[src/rtl/core/imfn_pkg.sv]
package imfn_pkg;

  localparam int unsigned MAX_VERTICES = 4096;
  localparam int unsigned ADDR_W  = $clog2(MAX_VERTICES);
  localparam int unsigned CNT_W   = ADDR_W + 1;
  localparam int unsigned IDX_W   = 13;
  localparam int unsigned COORD_W = 24;
  localparam int unsigned VERT_W  = 3 * COORD_W;
  localparam int unsigned NORM_W  = 16;
  localparam int unsigned EDGE_W  = COORD_W + 1;
  localparam int unsigned MUL_W   = EDGE_W;
  localparam int unsigned PROD_W  = 2 * MUL_W;
  localparam int unsigned CROSS_W = PROD_W + 1;
  localparam int unsigned SUM_W   = PROD_W;
  localparam int unsigned ROOT_W  = SUM_W / 2;
  localparam int unsigned FRAC_W  = 14;
  localparam int unsigned QUO_W   = FRAC_W + 1;
  localparam int unsigned NUM_W   = COORD_W + QUO_W;

  typedef enum logic [1:0] {
    OP_START    = 2'd0,
    OP_VERTEX   = 2'd1,
    OP_TRIANGLE = 2'd2
  } op_e;

  typedef enum logic [3:0] {
    S_IDLE,
    S_FETCH,
    S_CROSS,
    S_ABS,
    S_SCALE,
    S_SQUARE,
    S_ROOT,
    S_DIV,
    S_EMIT
  } state_e;

  typedef struct packed {
    logic busy;
    logic done;
  } unit_status_t;

endpackage

[src/rtl/core/imfn_mul.sv]
module imfn_mul (
  input  logic                          clk_i,
  input  logic                          rst_ni,
  input  logic                          start_i,
  input  logic [imfn_pkg::MUL_W-1:0]    a_i,
  input  logic [imfn_pkg::MUL_W-1:0]    b_i,
  output imfn_pkg::unit_status_t        status_o,
  output logic [imfn_pkg::PROD_W-1:0]   prod_o
);
  import imfn_pkg::*;

  localparam int unsigned CW = $clog2(MUL_W);

  logic [PROD_W-1:0] acc_q, a_q;
  logic [MUL_W-1:0]  b_q;
  logic [CW-1:0]     cnt_q;
  logic              busy_q, done_q;

  always_ff @(posedge clk_i or negedge rst_ni) begin
    if (!rst_ni) begin
      busy_q <= 1'b0;
      done_q <= 1'b0;
      cnt_q  <= '0;
    end else begin
      done_q <= 1'b0;
      if (start_i) begin
        busy_q <= 1'b1;
        cnt_q  <= '0;
      end else if (busy_q) begin
        cnt_q <= cnt_q + 1'b1;
        if (cnt_q == CW'(MUL_W - 1)) begin
          busy_q <= 1'b0;
          done_q <= 1'b1;
        end
      end
    end
  end

  always_ff @(posedge clk_i) begin
    if (start_i) begin
      acc_q <= '0;
      a_q   <= {{(PROD_W - MUL_W){1'b0}}, a_i};
      b_q   <= b_i;
    end else if (busy_q) begin
      if (b_q[0]) begin
        acc_q <= acc_q + a_q;
      end
      a_q <= {a_q[PROD_W-2:0], 1'b0};
      b_q <= {1'b0, b_q[MUL_W-1:1]};
    end
  end

  assign status_o = '{busy: busy_q, done: done_q};
  assign prod_o   = acc_q;

endmodule

[config.mk]
export PLATFORM = sky130hd
export DESIGN_NAME = imfn_mul
export DESIGN_NICKNAME = d
export VERILOG_FILES = /design/src/rtl/core/imfn_pkg.sv /design/src/rtl/core/imfn_mul.sv
export SDC_FILE = /design/constraint.sdc
export NUM_CORES = 1
export LEC_CHECK = 0
export BUFFER_PORTS_ARGS = -buffer_cell sky130_fd_sc_hd__clkbuf_2
export CAP_MARGIN = 25
export CORE_MARGIN = 3
export CORE_UTILIZATION = 45
export DETAILED_ROUTE_END_ITERATION = 10
export HOLD_SLACK_MARGIN = 0.15
export PLACE_DENSITY = 0.71
export SKIP_CTS_REPAIR_TIMING = 1
export SLEW_MARGIN = 10
export SYNTH_ARGS = -nofsm -noshare
export SYNTH_HDL_FRONTEND = slang
export SYNTH_SLANG_ARGS = --single-unit
export TNS_END_PERCENT = 50
[constraint.sdc]
create_clock -name clk_i -period 8.4 [get_ports clk_i]
set_input_delay 0.42 -clock clk_i [delete_from_list [all_inputs] [get_ports clk_i]]
set_output_delay 0.42 -clock clk_i [all_outputs]
set_load 0.005 [all_outputs]
Word level (Yosys, flattened, before mapping)

Index checks and enable logic that the tools add are counted.

Logic and storage cells: 24
Bits of input ports: 53
Register bits after elaboration: 132
Output and inout bits: 52

Reductions and logical operators: 2
$add $sub $neg: 2
Muxes and demuxes: 12
Equality and inequality tests: 1

Operators by type and width:

| cell                                         | number |
|---|---|
| two-way mux 25 bit                           | 4 |
| adder 50 bit                                 | 1 |
| two-way mux 5 bit                            | 2 |
| two-way mux 1 bit                            | 6 |
| adder 5 x 1 -> 5 bit (second input constant) | 1 |
| == test 5 bit (second input constant)        | 1 |
| AND reduction 2 bit                          | 1 |
| nonzero test 2 bit                           | 1 |

Longest topological paths before layout

Word-level depth: 4
Depth in mapped cells: 12
Depth with buffers taken out: 12

Worst setup path before layout

No wires, ideal clock.

Kind: reg-to-reg
Start point: register acc_q[0], in the netlist prod_o[0]
End point: register acc_q[48], in the netlist prod_o[48]
Period minus slack after synthesis: 2.720 ns
Stages on the path, launching flop included: 13
Setup time: 0.127 ns
Path slack: 5.680 ns
Arrival: 2.593 ns
Buffers on the path: 0
Required time: 8.273 ns
Cells stage by stage: dfxtp_1 ha_1 inv_1 fa_1 nand2b_1 a211oi_2 o2111ai_1 nand3_2 nand3b_2 a311o_4 o41ai_2 xnor2_1 o21ai_1

Longest elaborated chain between the ends: 1

Ends and longest elaborated chain:

| element                | line           | source |
|---|---|---|
| start, declared        | imfn_mul.sv:14 | `logic [PROD_W-1:0] acc_q, a_q;` |
| start signal, assigned | imfn_mul.sv:46 | `acc_q <= acc_q + a_q;` |
| adder 50 bit           | imfn_mul.sv:46 |  |

No other way between the ends.
A chain may end at the register's enable or synchronous reset.

Final worst setup path

Start point: register a_q[14]
End point: register acc_q[49], in the netlist prod_o[49]

Longest elaborated chain between the ends: 1

Ends and longest elaborated chain:

| element                | line           | source |
|---|---|---|
| start, declared        | imfn_mul.sv:14 |  |
| start signal, assigned | imfn_mul.sv:42 | `a_q <= {{(PROD_W - MUL_W){1'b0}}, a_i};` |
| start signal, assigned | imfn_mul.sv:48 | `a_q <= {a_q[PROD_W-2:0], 1'b0};` |
| adder 50 bit           | imfn_mul.sv:46 |  |

No other way between the ends.

==> impl_metrics.csv <==
group,metric,value,unit
detailed_routing,wire_per_inst,16.5,um
yosys,synth_flop_cell,"dfxtp_1",
detailed_routing,drc_errors,0,
pwr,powerDensity,222,nW/um^2
timing,fin_hold_ws,0.272,ns
detailed_routing,vias,6374,
setup_path,slowest_stage,"ha_1",
global_route,grt_use_total,20.5,%
yosys,synth_top_area_cell,"dfxtp_1",
setup_path,path_cells,"ha_1 -> nand4_1 -> nor3_1 -> a221oi_1 -> o211ai_1 -> or2_1 -> nand2_1 -> or3_1 -> a21o_1 -> a21oi_1",
yosys,syn_avg_cell_area,9.40,um^2
floorplanning,die_y,137,um
detailed_routing,dr.pass1.iters,5,
setup_path,required,8.76,ns
floorplanning,start_util,46.3,%
setup_path,cp_max_fo,9,
detailed_routing,avgViaCountPerCell,5.61,
detailed_routing,wl,18.8,mm
finish,antenna_cells,0,
timing,period_share,37.1,%
run_status,status,"complete, no violations",
finish,final_area,8970,um^2
setup_path,crit_type,"flip-flop to flip-flop",
floorplanning,rows,47,
cts,cts.htree.levels,4,
global_route,grt_pass1_vias,6159,
yosys,syn_inst,823,
global_route,grt-ovfl-total,0,
place,gp_congestion,0.900,
global_route,grt_pass1_wl,30.6,mm
timing,final.setup_skew,0.00948,ns
worst_hold_path,hp-class,"input pin to flip-flop",
pwr,p_leak,4.01,nW
setup_path,path_buf_inv,0,
timing,worst_pin_slew,0.960,ns
cts,insertion_delay,0.43,ns
detailed_routing,dr.first_iter.drc_count,402,
yosys,ys_ff_latch,132,
yosys,syn_nets,928,
timing,setup_tns,0,ns
place,dp_hpwl,13.4,mm
floorplanning,dieArea,18800,um^2
finish,area_growth,16.0,%
floorplanning,core,16700,um^2
yosys,synth-edff-count,50,
pwr,peakVddDrop,0.169,mV
finish,final_cell_mix,"nand2_1 (109), clkbuf_2 (103), a21oi_1 (80), dfxtp_1 (75), nor2_1 (62)",
setup_path,critPathCaptureType,"flip-flop",
finish,seqCellArea,3180,um^2
finish,nets,1008,
place,io_buffers,104,
cts,cts.sinks,132,
cts,cts_tree,"yes",
floorplanning,die_w,137,um
yosys,yosysTopAreaCellShare,19.4,%
timing,timing.fmax,0.321,GHz
timing,slew_viol_final,0,
finish,multi_input_area,4290,um^2
timing,setup_viol,0,
cts,clockBufferDepth,2,
finish,finish.utilization,53.7,%
yosys,synth_area_leaders,"dfxtp_1 (19%), edfxtp_1 (19%), ha_1 (8.2%)",
yosys,ys_types,61,
yosys,yosys_warnings,0,
cts,numCtsBuffers,17,
detailed_routing,antenna_left,0,
setup_path,cpPeakStageDelay,0.47,ns
place,dp.cells,1102,
timing,fin_crit,3.12,ns
global_route,grt_max_degree,89,
timing,rsz0062_at_grt,"no",
finish,layout_commonest_cell,"nand2_1",
setup_path,crit_family,"simple AND/OR/NAND/NOR gates",
setup_path,crit_arrival,3.48,ns
cts,clockRootBuffer,"clkbuf_16",
place,placement.cell_area,8370,um^2
yosys,synth_area,7740,um^2
finish,stdcell_count,1136,
setup_path,critPathLaunchType,"flip-flop",
floorplanning,pin_count,105,
cts,clk_pin_slew_worst_paths,0.07,ns
timing,hold_violations,0,
finish,drive_gt1_share,22.2,%
job,max_cap_viol_count,0,
timing,slew_headroom,36.0,%
yosys,async_flop_share,5.30,%
global_route,antenna_found_initial,0,
finish,fillCellCount,1558,
yosys,ys_seq_area_share,41.1,%
[logic make-up after synthesis]
family	after synthesis	synth area share, %
buffers and inverters	67	3.51
XOR/XNOR	46	5.21
multiplexers	75	10.5
AO/OA/AOI/OAI	205	16.8
adder cells (fa/ha/maj)	52	8.51
AND/OR/NAND/NOR	246	14.4
flip-flops	132	41.1
[per-layer routing]
| layer | share of wire [%] | track usage (%) | vias to the layer above |
|---|---|---|---|
| li1 | - | - | 3152 |
| met1 | 46 | 27.7 | 3031 |
| met2 | 46 | 32.3 | 170 |
| met3 | 5.6 | 5.22 | 21 |
| met4 | 1.8 | 6.43 | 0 |
| met5 | 0 | 0 | - |
[Yosys cell counts (3+ instances only)]
master / n
nand2_1: 109
a21oi_1: 80
dfxtp_1: 75
nor2_1: 63
ha_1: 51
edfxtp_1: 50
mux2_2: 47
clkbuf_1: 32
mux2i_1: 28
xnor2_1: 24
o21ai_0: 22
xor2_1: 22
nand4_1: 18
a21o_1: 17
inv_1: 17
o21ai_1: 17
nand3_1: 14
buf_2: 10
o211ai_1: 9
a31oi_1: 8
nor3_1: 8
o21bai_1: 8
dfrtp_1: 7
nand2b_1: 7
buf_1: 6
a211oi_1: 5
o21a_1: 5
a221oi_1: 4
a22o_1: 4
nor2b_1: 4
a41oi_1: 3
and2_1: 3
o2111ai_1: 3
o31a_1: 3
o31ai_1: 3
or3_1: 3
or4_1: 3
[flip-flops by register name, summed over array words and instances, names as in the netlist]
name and cells:
a_q 50, b_q 25, busy_q 1, cnt_q 5
done_q 1, prod_o 50
[report_power, final]
group | switching [mW] | internal, mW
sequential | 0.0440 | 0.728
clock | 0.334 | 0.396
combinational | 0.288 | 0.202
total | 0.666 | 1.33
[area by class of cell]
| cell class | count | share of cell area, % |
|---|---|---|
| sequential | 132 | 35.4 |
| clock inverter | 15 | 1.72 |
| tap | 220 | 3.07 |
| clock buffer | 17 | 4.74 |
| inverter | 17 | 0.711 |
| timing repair buffer | 111 | 6.53 |
| multi-input combinational | 624 | 47.8 |
[per-stage QoR]
stage,power [mW],setup WS [ns]
2_1_floorplan,1.13,5.68
3_3_place_gp,1.26,5.41
3_5_place_dp,1.27,5.33
4_1_cts,2.00,5.31
5_1_grt,2.10,5.05
6_report,1.99,5.28
[worst paths after layout]
check / from / end / slack (ns) / depth (start not counted)
setup / recovery: a_q[14] / prod_o[49] / 5.28 / 10
hold / removal: b_i[24] / b_q[24] / 0.27 / 2
setup reg to reg: a_q[14] / prod_o[49] / 5.28 / 10
hold reg to reg: prod_o[15] / prod_o[15] / 0.47 / 2
max in group asynchronous: rst_ni / cnt_q[0] / 7.86 / 2
min in group asynchronous: rst_ni / done_q / 0.37 / 2
Power figures use the tool's default switching activity.
