$ cat config.mk
export PLATFORM = sky130hd
export DESIGN_NAME = imfn_sqrt
export DESIGN_NICKNAME = d
export VERILOG_FILES = /design/src/rtl/core/imfn_pkg.sv /design/src/rtl/core/imfn_sqrt.sv
export SDC_FILE = /design/constraint.sdc
export NUM_CORES = 1
export LEC_CHECK = 0
export BUFFER_PORTS_ARGS = -buffer_cell sky130_fd_sc_hd__buf_2
export CORE_ASPECT_RATIO = 0.8
export CORE_MARGIN = 5
export CORE_UTILIZATION = 63
export CTS_CLUSTER_DIAMETER = 150
export CTS_CLUSTER_SIZE = 20
export DETAILED_ROUTE_END_ITERATION = 10
export PLACE_DENSITY = 0.86
export SYNTH_ARGS = -nofsm -noshare
export SYNTH_HDL_FRONTEND = slang
export SYNTH_SLANG_ARGS = --single-unit
export TNS_END_PERCENT = 10
$ cat constraint.sdc
create_clock -name clk_i -period 4.6 [get_ports clk_i]
set_input_delay 0.23 -clock clk_i [delete_from_list [all_inputs] [get_ports clk_i]]
set_output_delay 0.23 -clock clk_i [all_outputs]
set_load 0.005 [all_outputs]
$ cat src/rtl/core/imfn_pkg.sv
package imfn_pkg;

  localparam int unsigned MAX_VERTICES = 4096;
  localparam int unsigned ADDR_W  = $clog2(MAX_VERTICES);
  localparam int unsigned CNT_W   = ADDR_W + 1;
  localparam int unsigned IDX_W   = 13;
  localparam int unsigned COORD_W = 24;
  localparam int unsigned VERT_W  = 3 * COORD_W;
  localparam int unsigned NORM_W  = 16;
  localparam int unsigned EDGE_W  = COORD_W + 1;
  localparam int unsigned MUL_W   = EDGE_W;
  localparam int unsigned PROD_W  = 2 * MUL_W;
  localparam int unsigned CROSS_W = PROD_W + 1;
  localparam int unsigned SUM_W   = PROD_W;
  localparam int unsigned ROOT_W  = SUM_W / 2;
  localparam int unsigned FRAC_W  = 14;
  localparam int unsigned QUO_W   = FRAC_W + 1;
  localparam int unsigned NUM_W   = COORD_W + QUO_W;

  typedef enum logic [1:0] {
    OP_START    = 2'd0,
    OP_VERTEX   = 2'd1,
    OP_TRIANGLE = 2'd2
  } op_e;

  typedef enum logic [3:0] {
    S_IDLE,
    S_FETCH,
    S_CROSS,
    S_ABS,
    S_SCALE,
    S_SQUARE,
    S_ROOT,
    S_DIV,
    S_EMIT
  } state_e;

  typedef struct packed {
    logic busy;
    logic done;
  } unit_status_t;

endpackage

$ cat src/rtl/core/imfn_sqrt.sv
module imfn_sqrt (
  input  logic                          clk_i,
  input  logic                          rst_ni,
  input  logic                          start_i,
  input  logic [imfn_pkg::SUM_W-1:0]    val_i,
  output imfn_pkg::unit_status_t        status_o,
  output logic [imfn_pkg::ROOT_W-1:0]   root_o
);
  import imfn_pkg::*;

  localparam int unsigned CW    = $clog2(ROOT_W);
  localparam int unsigned REM_W = ROOT_W + 2;
  localparam int unsigned TRY_W = ROOT_W + 4;

  logic [SUM_W-1:0]  val_q;
  logic [REM_W-1:0]  rem_q;
  logic [ROOT_W-1:0] root_q;
  logic [CW-1:0]     cnt_q;
  logic              busy_q, done_q;
  logic [TRY_W-1:0]  rem_n, trial;
  logic              fits;

  always_comb begin
    rem_n = {rem_q, val_q[SUM_W-1 -: 2]};
    trial = {2'b00, root_q, 2'b01};
    fits  = rem_n >= trial;
  end

  always_ff @(posedge clk_i or negedge rst_ni) begin
    if (!rst_ni) begin
      busy_q <= 1'b0;
      done_q <= 1'b0;
      cnt_q  <= '0;
    end else begin
      done_q <= 1'b0;
      if (start_i) begin
        busy_q <= 1'b1;
        cnt_q  <= '0;
      end else if (busy_q) begin
        cnt_q <= cnt_q + 1'b1;
        if (cnt_q == CW'(ROOT_W - 1)) begin
          busy_q <= 1'b0;
          done_q <= 1'b1;
        end
      end
    end
  end

  always_ff @(posedge clk_i) begin
    if (start_i) begin
      val_q  <= val_i;
      rem_q  <= '0;
      root_q <= '0;
    end else if (busy_q) begin
      val_q  <= {val_q[SUM_W-3:0], 2'b00};
      rem_q  <= fits ? REM_W'(rem_n - trial) : REM_W'(rem_n);
      root_q <= {root_q[ROOT_W-2:0], fits};
    end
  end

  assign status_o = '{busy: busy_q, done: done_q};
  assign root_o   = root_q;

endmodule

# Word level (Yosys, flattened, before mapping)
# Cells that the tools add are included.
# totals
register_bits,109
inputBits,53
output_inout_bits,27
elab_cells,22
# op_classes
add_sub_neg,2
n_lt_le_gt_ge,1
n_eq_ne,1
mux,11
n_reduce_logical,1
# op_table
cell,n
2-to-1 mux 50 bit,2
greater-or-equal comparator 29 x 27 -> 1 bit,1
2-to-1 mux 27 bit,1
subtractor 27 bit,1
2-to-1 mux 5 bit,2
2-to-1 mux 1 bit,6
adder 5 x 1 -> 5 bit (second input constant),1
equality test 5 bit (second input constant),1
nonzero test 2 bit,1

# Longest topological paths before layout
# depth
depth_word,4
depth_mapped,13
depth_no_buf,10

# Least setup slack after synthesis
# Ideal clock, no wire load.
# synth_path
kind,register to register
startpoint,register root_q[9] (netlist: root_o[9])
endpoint,register rem_q[1]
setup_time_ns,0.087
arrival_ns,2.610
t_required_ns,4.513
slack_ns,1.903
path_stages_with_launch,13
path_buffers,2
period_less_slack_ns,2.697
path_cell_list,dfxtp_1 -> inv_1 -> ha_1 -> buf_6 -> and3_4 -> a221oi_2 -> o21ba_2 -> a211oi_2 -> o41a_1 -> nor2b_2 -> buf_6 -> mux2_1 -> a211oi_1
# synth_between
elab_chain_len,2
# synth_rtl
item,line,text
"start, declared",imfn_sqrt.sv:17,logic [ROOT_W-1:0] root_q;
"start signal, assigned",imfn_sqrt.sv:57,"root_q <= {root_q[ROOT_W-2:0], fits};"
greater-or-equal comparator 29 x 27 -> 1 bit,imfn_sqrt.sv:26,fits = rem_n >= trial;
2-to-1 mux 27 bit,imfn_sqrt.sv:56,rem_q <= fits ? REM_W'(rem_n - trial) : REM_W'(rem_n);
"end signal, assigned",imfn_sqrt.sv:56,
"end, declared",imfn_sqrt.sv:16,logic [REM_W-1:0] rem_q;
# Every way passes these cells.
# A chain may end at the register's enable or synchronous reset.

# Worst setup path in the final report
# layout_path
startpoint,register root_q[9] (netlist: root_o[9])
endpoint,register rem_q[24]
# layout_between
elab_chain_len,2
word_cells_on_any_way,3
classes_between,add/sub (1); order compare (1); mux (1)
# layout_rtl
item,line
subtractor 27 bit or greater-or-equal comparator 29 x 27 -> 1 bit (tied branches),"imfn_sqrt.sv:56, imfn_sqrt.sv:26"
2-to-1 mux 27 bit *,imfn_sqrt.sv:56
# Every way passes the cells marked *; elsewhere a longest branch is shown, timed or not.

==> impl_metrics.csv <==
group,metric,value,unit
job,cap_viol_max_count,0,
clock_tree,cts_tree,"yes",
pwr,p_per_area,612,nW/um2
timing,rsz0062_at_grt,"false",
floorplan,dieArea,11900,um2
timing,setup_viol,0,
synth,synth.distinct_cells,67,
timing,min_period,3.47,ns
timing,max_freq,0.288,GHz
grt,grt_max_degree,76,
floorplan,rows,32,
pwr,power.share.switching,39.8,%
route,final_antenna_net_count,0,
pwr,p_int,2.54,mW
route,drcViolationCount,0,
pwr,p_switching,1.68,mW
timing,hold_viol_final,0,
floorplan,fp.dieW,121,um
placed_design,io_buffer_count,79,
pwr,peakVddDrop,0.361,mV
route,vias_per_cell,5.96,
grt,first_global_vias,4637,
synth,avgSynthCellArea,10.2,um2
synth,synthCells,608,
placed_design,place_congestion,0.918,
floorplan,die_h,98.7,um
placed_design,placed_cells,788,
grt,grt_pass1_wl,22.5,mm
timing,period_share,75.4,%
synth,yosysSeqAreaShare,43.8,%
clock_tree,clock-sinks,109,
synth,synth-async-reset-ratio,6.42,%
setup_path,crit_required,4.85,ns
placed_design,place_area,6590,um2
clock_tree,htreeDepth,3,
pwr,pwr-share-clk,18.7,%
timing,tns,0,ns
route,wirelength,13.8,mm
synth,synth_top_cell_by_area,"edfxtp_1",
grt,grt_remaining_overflow,0,
placed_design,hpwl,9.43,mm
setup_path,endpoint_kind,"flop",
route,num_vias,4793,
synth,synth-seq-cells,109,
timing,holdWs,0.166,ns
timing,fin_skew,0.00606,ns
clock_tree,clk_pin_slew,0.07,ns
hold_path,min_path_type,"input pin to flop",
synth,synth_area_leaders,"edfxtp_1 24%, dfxtp_1 17%, mux2_2 8.7%",
floorplan,start_util,64.3,%
setup_path,cp_max_fo,23,
synth,synth_nets,690,
setup_path,critPathLaunchType,"flop",
cells_and_area,finalInstanceArea,6900,um2
pwr,p_leak,3.02,nW
run_status,status,"finished, final reports clean",
timing,drv_slew,0,
clock_tree,clock_latency,0.35,ns
route,routedWlPerCell,17.1,um
cells_and_area,syn2layout_area_growth,11.2,%
timing,worst_pin_slew,1.11,ns
synth,yosysMostFrequentCell,"nor2_1",
synth,yosysWarnings,0,
cells_and_area,instances_no_fill,804,
clock_tree,ctsResizeCount,0,
floorplan,core_area,9650,um2
route,dr.pass1.iters,5,
setup_path,criticalPathCategory,"flop to flop",
floorplan,io_pins,80,
synth,synth_area,6200,um2
grt,gr-usage-all-layers,23.1,%
timing,relSlewSlack,25.8,%
grt,antenna_found_initial,1,
pwr,p_total,4.22,mW
cells_and_area,n_antenna_cell,0,
synth,synth_edf_count,50,
cells_and_area,nFillCells,715,
synth,yosys.area.top_type_share,24.2,%
route,drt_iter0_drc,484,
setup_path,arrival,3.72,ns
pwr,power_frac_comb,51.1,%
cells_and_area,layout-drive-gt1-share,25.7,%
synth,synth_top_flop_cell,"dfxtp_1",
clock_tree,cts-root-buf,"clkbuf_16",
pwr,pwr-share-seq,30.1,%
clock_tree,cts_buffer_depth,2,
clock_tree,cts_made_buffers,9,
cells_and_area,nets,746,
synth,synthTopCellsByCount,"67 x nor2_1, 60 x nand2_1, 52 x dfxtp_1",
[area by class of cell]
class / count / area (um2) / share of cell area, %
Multi-Input combinational cell: 425 / 3140 / 45.6
Sequential cell: 109 / 2720 / 39.4
Timing Repair Buffer: 83 / 430 / 6.24
Clock buffer: 10 / 239 / 3.47
Tap cell: 136 / 170 / 2.47
Inverter: 36 / 135 / 1.96
Clock inverter: 5 / 58.8 / 0.853
[flip-flops by register name, indices dropped and copies added, names as in the netlist]
signal  count
val_q      50
busy_q      1
cnt_q       5
done_q      1
root_o     25
rem_q      27
[per-layer routing]
| metal | routed length [um] | global-route usage, % | share of wire [%] |
|---|---|---|---|
| met5 | 16 | 0 | 0.12 |
| met4 | 198 | 5.92 | 1.4 |
| met3 | 804 | 5.51 | 5.8 |
| met2 | 6790 | 39.5 | 49 |
| met1 | 5950 | 29.7 | 43 |
[power groups by stage]
stage	clock, mW	combinational (mW)	sequential, mW
after floorplan	0	1.77	1.25
after global placement	0	1.98	1.28
after detailed placement	0	2.08	1.29
after CTS	0.795	2.12	1.27
after global routing	0.840	2.35	1.28
final	0.790	2.16	1.27
[stage by stage]
step / utilization (%) / worst slack [ns]
final: 71.5 / 1.13
after floorplan: - / 1.90
after CTS: 71.5 / 1.17
after detailed placement: 68.3 / 1.18
after global placement: 68.3 / 1.37
after global routing: 71.5 / 0.775
[path summary, 6_finish.rpt]
kind                       startpoint         to  slack (ns)  cells past startpoint
setup / recovery            root_o[9]  rem_q[24]        1.13                     10
hold / removal               val_i[0]   val_q[0]        0.17                      2
setup reg to reg            root_o[9]  rem_q[24]        1.13                     10
hold reg to reg             rem_q[15]  rem_q[15]        0.49                      2
max in group asynchronous      rst_ni     busy_q        4.19                      2
min in group asynchronous      rst_ni   cnt_q[0]        0.24                      2
[cells by family (layout without fill, tap and decap cells)]
family / count (synthesis) / after routing / synth area share (%)
and+or+nand+nor: 177 / 177 / 12.8
AOI/OAI and AO/OA: 115 / 115 / 14.7
DFF: 109 / 109 / 43.8
muxes: 81 / 81 / 14.1
buffers and inverters: 74 / 134 / 5.49
adders and majority gates: 29 / 29 / 5.85
xor gates and xnor gates: 23 / 23 / 3.25
[critical path: stages (launching register included)]
cell,delay [ns]
dfxtp_1,0.37
inv_1,0.06
ha_1,0.44
nand3_1,0.20
nor3_1,0.34
nand4_1,0.13
nor3_1,0.23
o41a_1,0.21
nand2b_1,0.86
nand3_1,0.21
a311oi_2,0.32
[what timing repair did]
item | 4_1_cts | 5_1_grt
setup buffers | 0 | 0
hold buffers | 1 | 0
hold endpoints to repair | 7 | 0
[placed cells by master, fill, tap and decap left out, types with 5 or more instances in the layout]
cell type  Yosys  layout
dfxtp_1       52      52
and3_1         5       5
a21oi_1       24      24
clkbuf_16      0       9
xnor2_1       14      14
dfrtp_1        7       6
xor2_1         9       9
buf_2          2      78
a311oi_2      16      16
o211ai_1       7       7
a21o_1         9       9
nand2b_1       5       5
mux2i_1       32      32
nand4_1        9       9
o21ai_0       14      14
inv_1         36      35
a211oi_1       6       6
nor2_1        67      67
o21ai_1        5       5
nand2_1       60      60
mux2_2        48      48
nand3_1       10      10
ha_1          29      29
edfxtp_1      50      50
(Power assumes the default switching activity.)
