<file path="src/rtl/core/imfn_pkg.sv">
package imfn_pkg;

  localparam int unsigned MAX_VERTICES = 4096;
  localparam int unsigned ADDR_W  = $clog2(MAX_VERTICES);
  localparam int unsigned CNT_W   = ADDR_W + 1;
  localparam int unsigned IDX_W   = 13;
  localparam int unsigned COORD_W = 24;
  localparam int unsigned VERT_W  = 3 * COORD_W;
  localparam int unsigned NORM_W  = 16;
  localparam int unsigned EDGE_W  = COORD_W + 1;
  localparam int unsigned MUL_W   = EDGE_W;
  localparam int unsigned PROD_W  = 2 * MUL_W;
  localparam int unsigned CROSS_W = PROD_W + 1;
  localparam int unsigned SUM_W   = PROD_W;
  localparam int unsigned ROOT_W  = SUM_W / 2;
  localparam int unsigned FRAC_W  = 14;
  localparam int unsigned QUO_W   = FRAC_W + 1;
  localparam int unsigned NUM_W   = COORD_W + QUO_W;

  typedef enum logic [1:0] {
    OP_START    = 2'd0,
    OP_VERTEX   = 2'd1,
    OP_TRIANGLE = 2'd2
  } op_e;

  typedef enum logic [3:0] {
    S_IDLE,
    S_FETCH,
    S_CROSS,
    S_ABS,
    S_SCALE,
    S_SQUARE,
    S_ROOT,
    S_DIV,
    S_EMIT
  } state_e;

  typedef struct packed {
    logic busy;
    logic done;
  } unit_status_t;

endpackage

</file>
<file path="src/rtl/core/imfn_div.sv">
module imfn_div (
  input  logic                          clk_i,
  input  logic                          rst_ni,
  input  logic                          start_i,
  input  logic [imfn_pkg::NUM_W-1:0]    num_i,
  input  logic [imfn_pkg::ROOT_W-1:0]   den_i,
  output imfn_pkg::unit_status_t        status_o,
  output logic [imfn_pkg::QUO_W-1:0]    quo_o
);
  import imfn_pkg::*;

  localparam int unsigned CW = $clog2(QUO_W);

  logic [ROOT_W-1:0] rem_q, den_q;
  logic [QUO_W-1:0]  lo_q, quo_q;
  logic [CW-1:0]     cnt_q;
  logic              busy_q, done_q;
  logic [ROOT_W:0]   r2;
  logic              fits;

  always_comb begin
    r2   = {rem_q, lo_q[QUO_W-1]};
    fits = r2 >= {1'b0, den_q};
  end

  always_ff @(posedge clk_i or negedge rst_ni) begin
    if (!rst_ni) begin
      busy_q <= 1'b0;
      done_q <= 1'b0;
      cnt_q  <= '0;
    end else begin
      done_q <= 1'b0;
      if (start_i) begin
        busy_q <= 1'b1;
        cnt_q  <= '0;
      end else if (busy_q) begin
        cnt_q <= cnt_q + 1'b1;
        if (cnt_q == CW'(QUO_W - 1)) begin
          busy_q <= 1'b0;
          done_q <= 1'b1;
        end
      end
    end
  end

  // quotient stays below 2^QUO_W, so the top part of the numerator is already below den
  always_ff @(posedge clk_i) begin
    if (start_i) begin
      rem_q <= ROOT_W'(num_i[NUM_W-1:QUO_W]);
      lo_q  <= num_i[QUO_W-1:0];
      den_q <= den_i;
      quo_q <= '0;
    end else if (busy_q) begin
      rem_q <= fits ? ROOT_W'(r2 - {1'b0, den_q}) : ROOT_W'(r2);
      lo_q  <= {lo_q[QUO_W-2:0], 1'b0};
      quo_q <= {quo_q[QUO_W-2:0], fits};
    end
  end

  assign status_o = '{busy: busy_q, done: done_q};
  assign quo_o    = quo_q;

endmodule

</file>
<file path="config.mk">
export PLATFORM = sky130hd
export DESIGN_NAME = imfn_div
export DESIGN_NICKNAME = d
export VERILOG_FILES = /design/src/rtl/core/imfn_pkg.sv /design/src/rtl/core/imfn_div.sv
export SDC_FILE = /design/constraint.sdc
export NUM_CORES = 1
export LEC_CHECK = 0
export BUFFER_PORTS_ARGS = -buffer_cell sky130_fd_sc_hd__buf_2
export CAP_MARGIN = 20
export CORE_MARGIN = 2
export CORE_UTILIZATION = 45
export DETAILED_ROUTE_END_ITERATION = 7
export PLACE_DENSITY = 0.7
export RECOVER_POWER = 50
export SLEW_MARGIN = 20
export SYNTH_ARGS = -nofsm -noshare
export SYNTH_HDL_FRONTEND = slang
export SYNTH_SLANG_ARGS = --single-unit
export TNS_END_PERCENT = 1
</file>
<file path="constraint.sdc">
create_clock -name clk_i -period 9.2 [get_ports clk_i]
set_input_delay 0.46 -clock clk_i [delete_from_list [all_inputs] [get_ports clk_i]]
set_output_delay 0.46 -clock clk_i [all_outputs]
set_load 0.01 [all_outputs]
</file>
# ---- After elaboration in Yosys (flattened, before gate mapping)
# Cells that the tools add are included.
# W data, S select, Z words.
dict set report word_totals {
  input_bits 67
  word_cells 26
  reg_bits 86
}
dict set report op_classes {
  magnitude_cmp 1
  mux 13
  n_eq_ne 1
  n_reduce_logical 1
  add_sub_neg 2
}
# op count
set op_table {}
lappend op_table {{$mux W24} 2}
lappend op_table {{$mux W15} 2}
lappend op_table {{$ge A26 B25 Y1} 1}
lappend op_table {{$mux W25} 1}
lappend op_table {{$sub A25 B25 Y25} 1}
lappend op_table {{$mux W4} 2}
lappend op_table {{$mux W1} 6}
lappend op_table {{$add A4 B1 Y4 const B} 1}
lappend op_table {{$eq A4 B4 Y1 const B} 1}
lappend op_table {{$reduce_bool A2 Y1} 1}

# ---- Depth between registers and ports, before layout
# Gate-level depths: netlist of run 1.
dict set report logic_depth {
  depth_word 4
  ltp_mapped 14
  mapped_depth_nobuf 12
}

# ---- Worst setup path after synthesis of run 1
# Ideal clock, no wire load.
dict set report synth_path {
  path_type {register to register}
  from {register lo_q[14]}
  to {register rem_q[16] (data pin)}
  stages_incl_launch_ff 14
  arrival_time_ns 2.874
  setup_ns 0.261
  setup_slack_ns 6.066
  path_buffers 1
  required_time_ns 8.939
  path_cell_list {edfxtp_1 inv_1 ha_1 inv_1 fa_1 a21oi_2 o22ai_1 o41ai_4 a21oi_2 a221o_1 a31oi_4 buf_6 nor2_1 a221o_1}
}
dict set report synth_between {
  elab_chain_cells 4
  word_cells_on_any_way 5
  classes_between {add/sub (1); order compare (1); mux (3)}
}
# element line
set synth_rtl {}
lappend synth_rtl {{start: declaration} imfn_div.sv:15} ;# logic [QUO_W-1:0] lo_q, quo_q;
lappend synth_rtl {{start signal: assignment} imfn_div.sv:50} ;# lo_q <= num_i[QUO_W-1:0];
lappend synth_rtl {{start signal: assignment} imfn_div.sv:55} ;# lo_q <= {lo_q[QUO_W-2:0], 1'b0};
lappend synth_rtl {{$sub A25 B25 Y25 or $ge A26 B25 Y1 (tied branches)} {imfn_div.sv:54, imfn_div.sv:23}}
lappend synth_rtl {{$mux W25 *} imfn_div.sv:54} ;# rem_q <= fits ? ROOT_W'(r2 - {1'b0, den_q}) : ROOT_W'(r2);
lappend synth_rtl {{$mux W24 *} imfn_div.sv:53} ;# end else if (busy_q) begin
lappend synth_rtl {{$mux W24 *} imfn_div.sv:48} ;# if (start_i) begin
lappend synth_rtl {{end signal: assignment} imfn_div.sv:49} ;# rem_q <= ROOT_W'(num_i[NUM_W-1:QUO_W]);
lappend synth_rtl {{end signal: assignment} imfn_div.sv:54}
lappend synth_rtl {{end: declaration} imfn_div.sv:14} ;# logic [ROOT_W-1:0] rem_q, den_q;
# Every way passes the cells marked *; elsewhere a longest branch is shown, timed or not. The select of a mux whose other input is x is not followed.
# A chain may end at the register's enable or synchronous reset.

# ---- Worst setup path after layout of run 1
dict set report layout_path {
  from {input port start_i}
  to {register rem_q[17] (data pin)}
}
dict set report layout_between {
  elab_chain_cells 1
}
# element line
set layout_rtl {}
lappend layout_rtl {{start: declaration} imfn_div.sv:4} ;# input logic start_i,
lappend layout_rtl {{$mux W24} imfn_div.sv:48}
# No other way between the ends.

==> flow_summary_export.csv, run 1 <==
group,metric,value,unit
die,io_pins,84,
synthesis,synth_edf_count,64,
synthesis,netlist_instances,435,
global_routing,use_met3,0.0468,
die,die_x,107,µm
cells_and_area,nets,609,
global_routing,grt_max_degree,61,
clock_tree,cts.htree.levels,3,
sta,finalCritPeriodShare,0.468,
synthesis,syn_avg_cell_area,11.0,µm²
min_path,hold_depth,1,
synthesis,syn_area,4780,µm²
sta,worstMarginPinSlew,2.60,ns
die,rows,37,
clock_tree,clk_latency,0.37,ns
sta,fmax,232,MHz
place,place_area,5300,µm²
critical_path,cp-start-kind,"input pin",
sta,rsz0062_at_grt,"no",
clock_tree,clockBufferDepth,2,
synthesis,synth-simple-area-share,0.106,
place,portBuffers,83,
synthesis,synth_top_family_by_area,"compound AO/OA/AOI/OAI gates",
global_routing,grt_use_met1,0.245,
critical_path,cp-startpoint,"start_i",
sta,tns,0,ns
sta,timing_hold_violations_final,0,
cells_and_area,syn_to_final_growth,13.9,%
synthesis,ys_types,54,
clock_tree,cts_resized,0,
pwr,power.density,278,nW/µm²
synthesis,synth-compound-area-share,0.147,
sta,period_needed,4.31,ns
critical_path,max_stage_delay,1.94,ns
pwr,p_leak,2.42,nW
synthesis,muxShareOfSynthArea,0.0834,
synthesis,synth_fa_ha_area_frac,0.0748,
outcome,violations,"capacitance limit, slew limit",
critical_path,crit_type,"input pin to register",
critical_path,critical-path-top-delay-family,"buffers and inverters",
global_routing,use_met2,0.295,
critical_path,crit_chain,"clkbuf_1 -> clkbuf_1 -> nor2_1 -> a221o_1",
critical_path,ff2ff_path_depth,13,
drt,drtPass1Iterations,5,
critical_path,critical-path-top-cell-by-count,"clkbuf_1",
cells_and_area,fin_util,0.528,
drt,drt_wl_total,9750,µm
critical_path,path_buf_inv,2,
synthesis,yosys_most_used_dff,"edfxtp_1",
cells_and_area,drive_gt1_frac,0.202,
critical_path,end_kind,"register",
global_routing,grt_pass1_vias,3572,
synthesis,seq_area_frac_synth,0.500,
drt,vias,3494,
synthesis,syn-num-nets,530,
global_routing,grt_most_used_layer,"met2",
clock_tree,cts-root-buf,"clkbuf_8",
synthesis,synth_xor_area_frac,0.0421,
critical_path,regToRegEndpoint,"rem_q[0]",
place,dp_hpwl,6880,µm
clock_tree,post_cts_buffers,0,
global_routing,antenna_found_initial,0,
global_routing,gr-total-overflow,0,
place,gp_congestion,0.863,
critical_path,slowest_stage,"clkbuf_1",
die,die-area,11500,µm²
clock_tree,cts_hold_buffers,1,
cells_and_area,design_area,5450,µm²
cells_and_area,layout_common_cells,"65 x buf_2, 64 x edfxtp_1, 41 x nor2_1, 33 x inv_1, 27 x ha_1",
critical_path,worstPathRequired,9.31,ns
sta,finClkSkew,0.0199,ns
critical_path,critPathArrivalTime,4.42,ns
clock_tree,cts_tree,"built",
sta,final_max_slew_viol_count,101,
clock_tree,cts.clk_slew.worst_paths,0.10,ns
flow_run,maxCapViolCount,2,
clock_tree,clock_sinks,86,
clock_tree,cts_made_buffers,9,
cells_and_area,layout_commonest_cell,"buf_2",
pwr,ir_worst_vdd,0.104,mV
die,initial_core_util,0.463,
die,die_h,107,µm
die,core_area,10300,µm²
min_path,min-delay-start,"den_i[2]",
critical_path,crit_path_max_fanout,60,
drt,route.detailed.drc,0,
drt,drtIter0Drc,198,
min_path,min_to,"den_q[2]",
drt,post_drt_wl_per_cell,14.9,µm
cells_and_area,diodes,0,
outcome,status,"complete, but fails checks",
synthesis,ys_async_sr_fraction,0.0698,
synthesis,synth-seq-cells,86,
global_routing,grt_pass1_wl,16700,µm
critical_path,rr_startpoint,"lo_q[14]",
critical_path,r2r_slack,5.37,ns
synthesis,yosys_warnings,0,
global_routing,grt_use_total,0.185,
min_path,min_path_type,"input pin to register",
drt,antenna_left,0,
sta,slew_headroom,-0.731,
sta,setup_viol,0,
drt,vias_per_cell,5.33,
metal layers:
metal / vias up / wire, µm
met5: - / 0
met3: 10 / 508
met1: 1630 / 4550
met4: 0 / 127
met2: 95 / 4560
li1: 1759 / -
where the power goes:
part	total (mW)	switching [mW]	internal (mW)	leakage (nW)
logic	0.717	0.399	0.318	1.46
registers	0.557	0.0439	0.513	0.870
clock network	0.239	0.141	0.0985	0.0935
total	1.51	0.584	0.930	2.42
cells by family after synthesis:
kind of cell,count (synthesis)
compound gates,96
xor+xnor,23
fa+ha+maj,28
buf+inv,53
flops,86
mux,38
simple gates,111
Yosys cell counts (3+ instances only):
cell type,instances,share of area
xnor2_1,15,0.027
clkbuf_1,8,0.0063
o31ai_1,4,0.0063
buf_1,5,0.0039
dfxtp_1,16,0.067
xor2_1,8,0.015
and3_1,6,0.0078
and2_1,4,0.0052
a21o_1,9,0.014
o311ai_0,7,0.013
o31a_1,3,0.0055
dfrtp_1,6,0.031
nor2_1,41,0.032
buf_4,4,0.0063
mux2_2,15,0.035
o21ai_0,11,0.012
ha_1,27,0.071
edfxtp_1,64,0.40
a221o_1,5,0.010
nand3_1,16,0.017
a21oi_2,3,0.0055
a31oi_1,8,0.010
nor3_1,8,0.0084
a21oi_1,22,0.023
nand4_1,3,0.0039
o22ai_1,3,0.0039
mux2i_1,23,0.048
inv_1,33,0.026
nand2_1,24,0.019
layout make-up:
cell class | count | area (µm²)
well taps | 136 | 170
inverters | 34 | 128
fillers | 959 | 4870
multi-input cells | 296 | 2170
flip-flops and latches | 86 | 2390
repair buffers | 87 | 422
clock buffers | 9 | 124
clock inverters | 7 | 46.3
sequential cells by signal, indices dropped and copies added, names as in the netlist:
| signal | cells |
|---|---|
| cnt_q | 4 |
| quo_o | 15 |
| rem_q | 25 |
| den_q | 25 |
| busy_q | 1 |
| lo_q | 15 |
| done_q | 1 |
worst max-delay path by stage:
| stage | depth (start not counted) | to |
|---|---|---|
| 2_1_floorplan | 13 | rem_q[16] |
| 3_3_place_gp | 13 | rem_q[0] |
| 3_5_place_dp | 13 | rem_q[0] |
| 4_1_cts | 13 | rem_q[0] |
| 5_1_grt | 4 | rem_q[17] |
| 6_report | 4 | rem_q[17] |
stage by stage:
| stage | std cells | setup WS [ns] | hold WS, ns | power [mW] |
|---|---|---|---|---|
| 4_1_cts | 655 | 5.35 | 0.231 | 1.53 |
| 5_1_grt | 655 | 4.43 | 0.229 | 1.64 |
| 3_5_place_dp | 638 | 5.38 | 0.291 | 1.28 |
| 3_3_place_gp | 638 | 5.47 | 0.289 | 1.26 |
| 6_report | 655 | 4.89 | 0.253 | 1.51 |
| 2_1_floorplan | 435 | 6.07 | 0.164 | 1.14 |
Power figures use the tool's default switching activity.
==> inputs of run 2 (changes only) <==
ABC_AREA = 1   (was default)
PLACE_DENSITY = 0.72   (was 0.7)
clock period = 3.59 ns   (was 9.2 ns; I/O delays follow)
==> flow_summary_export.csv, run 2 <==
group,metric,value,unit
cells_and_area,design_area,6660,µm²
pwr,comb_power_share,0.496,
drt,vias_per_cell,4.73,
critical_path,crit_path_max_fanout,26,
critical_path,end_kind,"register",
synthesis,synth_commonest_cells,"314 x nand2_1, 160 x inv_1, 64 x edfxtp_1, 45 x nand3_1, 33 x nand4_1",
synthesis,synth_edf_count,64,
pwr,p_leak,3.53,nW
synthesis,ys_types,34,
sta,finalCritPeriodShare,0.776,
sta,fmax,359,MHz
critical_path,critPathArrivalTime,2.89,ns
critical_path,max_stage_delay,0.45,ns
clock_tree,clockBufferDepth,2,
synthesis,netlist_instances,786,
cells_and_area,diodes,0,
clock_tree,cts_made_buffers,9,
min_path,min_path_type,"input pin to register",
synthesis,syn_area,5640,µm²
critical_path,critical-path-top-delay-family,"simple AND/OR/NAND/NOR gates",
sta,setup_viol,0,
cells_and_area,final_cells,1057,
pwr,seqPwrFrac,0.304,
sta,finClkSkew,0.0125,ns
die,rows,40,
clock_tree,clock_sinks,86,
drt,vias,4998,
global_routing,grt_use_total,0.210,
drt,drtIter0Drc,303,
clock_tree,cts.htree.levels,3,
global_routing,grt_pass1_vias,4812,
pwr,p_int,2.61,mW
place,place_ws,0.762,ns
synthesis,yosysTopAreaCell,"edfxtp_1",
cells_and_area,nFillCells,1230,
sta,finalHoldWorstSlack,0.00986,ns
outcome,status,"complete, but fails checks",
sta,timing_hold_violations_final,0,
critical_path,cp-start-kind,"register",
pwr,power.density,690,nW/µm²
critical_path,path_buf_inv,0,
synthesis,seq_area_frac_synth,0.424,
place,place_area,6180,µm²
cells_and_area,regArea,2390,µm²
global_routing,antenna_found_initial,0,
die,die-area,13400,µm²
clock_tree,clk_latency,0.36,ns
synthesis,syn_avg_cell_area,7.18,µm²
sta,period_needed,2.79,ns
pwr,switching_power,1.99,mW
critical_path,critical-path-top-cell-by-count,"nand2_1",
drt,route.detailed.drc,0,
clock_tree,cts.clk_slew.worst_paths,0.06,ns
cells_and_area,layout_common_cells,"314 x nand2_1, 159 x inv_1, 64 x edfxtp_1, 64 x buf_2, 45 x nand3_1",
place,portBuffers,83,
cells_and_area,syn_to_final_growth,18.1,%
critical_path,r2r_slack,0.80,ns
synthesis,synth.most_common_cell,"nand2_1",
synthesis,yosys_most_used_dff,"edfxtp_1",
critical_path,ff2ff_path_depth,10,
cells_and_area,multiInputGateArea,2520,µm²
die,die_h,116,µm
cells_and_area,drive_gt1_frac,0.107,
clock_tree,cts_resized,0,
critical_path,slowest_stage,"nand3_4",
pwr,power,4.60,mW
clock_tree,post_cts_buffers,0,
critical_path,crit_chain,"ha_1 -> nand2_1 -> nor2_1 -> nand2_1 -> nor2_2 -> nand2_2 -> nand3_4 -> nand2_1 -> nand3_1 -> nand2_1",
place,dp_hpwl,9460,µm
die,io_pins,84,
drt,drtPass1Iterations,5,
critical_path,worstPathRequired,3.69,ns
clock_tree,cts_tree,"built",
critical_path,regToRegEndpoint,"rem_q[19]",
synthesis,syn-num-nets,881,
synthesis,ys_async_sr_fraction,0.0698,
critical_path,cp-startpoint,"rem_q[12]",
cells_and_area,fin_util,0.550,
global_routing,grt_pass1_wl,22200,µm
critical_path,crit_type,"register to register",
synthesis,synth_top_area_frac,0.341,
critical_path,rr_startpoint,"rem_q[12]",
place,gp_congestion,0.958,
outcome,violations,"capacitance limit",
sta,rsz0062_at_grt,"no",
pwr,switching_share,0.432,
synthesis,synth-seq-cells,86,
pwr,ir_worst_vdd,0.326,mV
sta,tns,0,ns
pwr,pwr-share-clk,0.200,
place,dp_cells,1019,
drt,drt_wl_total,13200,µm
synthesis,yosys_warnings,0,
cells_and_area,nets,979,
cells_and_area,layout_commonest_cell,"nand2_1",
critical_path,critPathCapture,"rem_q[19]",
min_path,hold_depth,1,
sta,final_max_slew_viol_count,0,
clock_tree,cts-root-buf,"clkbuf_16",
sta,slew_headroom,0.00615,
drt,antenna_left,0,
die,core_area,12100,µm²
die,die_x,116,µm
sta,worstMarginPinSlew,1.49,ns
global_routing,gr-total-overflow,0,
flow_run,maxCapViolCount,1,
sta,fin_ws,0.803,ns
global_routing,grt_max_degree,54,
cells_and_area,reg_top3,"den_q: 25 flops, rem_q: 25 flops",
synthesis,synth_area_leaders,"edfxtp_1 34%, nand2_1 21%, inv_1 11%",
drt,post_drt_wl_per_cell,12.5,µm
die,initial_core_util,0.466,
critical_path,cp_num_cells,10,
[run 2: changes by cell type in the layout (fill, tap and decap cells not counted), sizes merged, moves of 9 or more]
cell,before,now
nand2,24,315
inv,35,168
nand3,16,47
nand4,3,33
mux2i,23,0
dlygate4sd3,1,22
mux2,15,0
a21oi,25,15
o22ai,3,13
a21o,9,0
a31oi,9,0
[run 2: what timing repair did]
item,4_1_cts,5_1_grt
endpoints found under the setup margin,0,0
endpoints found under the hold margin,25,2
hold buffers,20,2
[run 2: layout make-up]
class	instances	share of cell area
multi-input cells	514	0.378
flip-flops and latches	86	0.359
repair buffers	108	0.0952
inverters	165	0.0931
clock buffers	9	0.0338
well taps	168	0.0315
clock inverters	7	0.00901
[run 2: worst min-delay path by stage]
stage                   start         to  slack, ns
floorplan              rst_ni     busy_q      -0.12
global placement       rst_ni     done_q       0.01
detailed placement     rst_ni     done_q       0.01
CTS                 den_i[12]  den_q[12]     0.0004
global route        den_i[16]  den_q[16]      0.002
finish              den_i[11]  den_q[11]       0.01
[run 2: metal layers]
layer,track usage,share of wire,up-vias
li1,-,-,2647
met1,0.270,0.47,2210
met2,0.352,0.45,126
met3,0.0544,0.060,15
met4,0.0571,0.014,0
met5,0,0,-
[run 2: cell families after synthesis]
logic type	share of synthesized area
XOR/XNOR	0.0171
AO/OA/AOI/OAI	0.0346
AND/OR/NAND/NOR	0.332
flip-flops	0.424
buffers and inverters	0.129
adder cells (fa/ha/maj)	0.0634
[run 2: worst register-to-register path: stages, from the launching register on]
cell      delay, ns
edfxtp_1       0.41
ha_1           0.37
nand2_1        0.12
nor2_1         0.28
nand2_1        0.14
nor2_2         0.14
nand2_2        0.36
nand3_4        0.46
nand2_1        0.11
nand3_1        0.08
nand2_1        0.06
[run 2: power by group through the flow]
stage / combinational (mW) / sequential (mW) / clock [mW]
2_1_floorplan: 1.79 / 1.39 / 0
3_3_place_gp: 2.23 / 1.41 / 0
4_1_cts: 2.28 / 1.40 / 0.941
5_1_grt: 2.64 / 1.42 / 0.976
6_report: 2.28 / 1.40 / 0.921
3_5_place_dp: 2.25 / 1.42 / 0
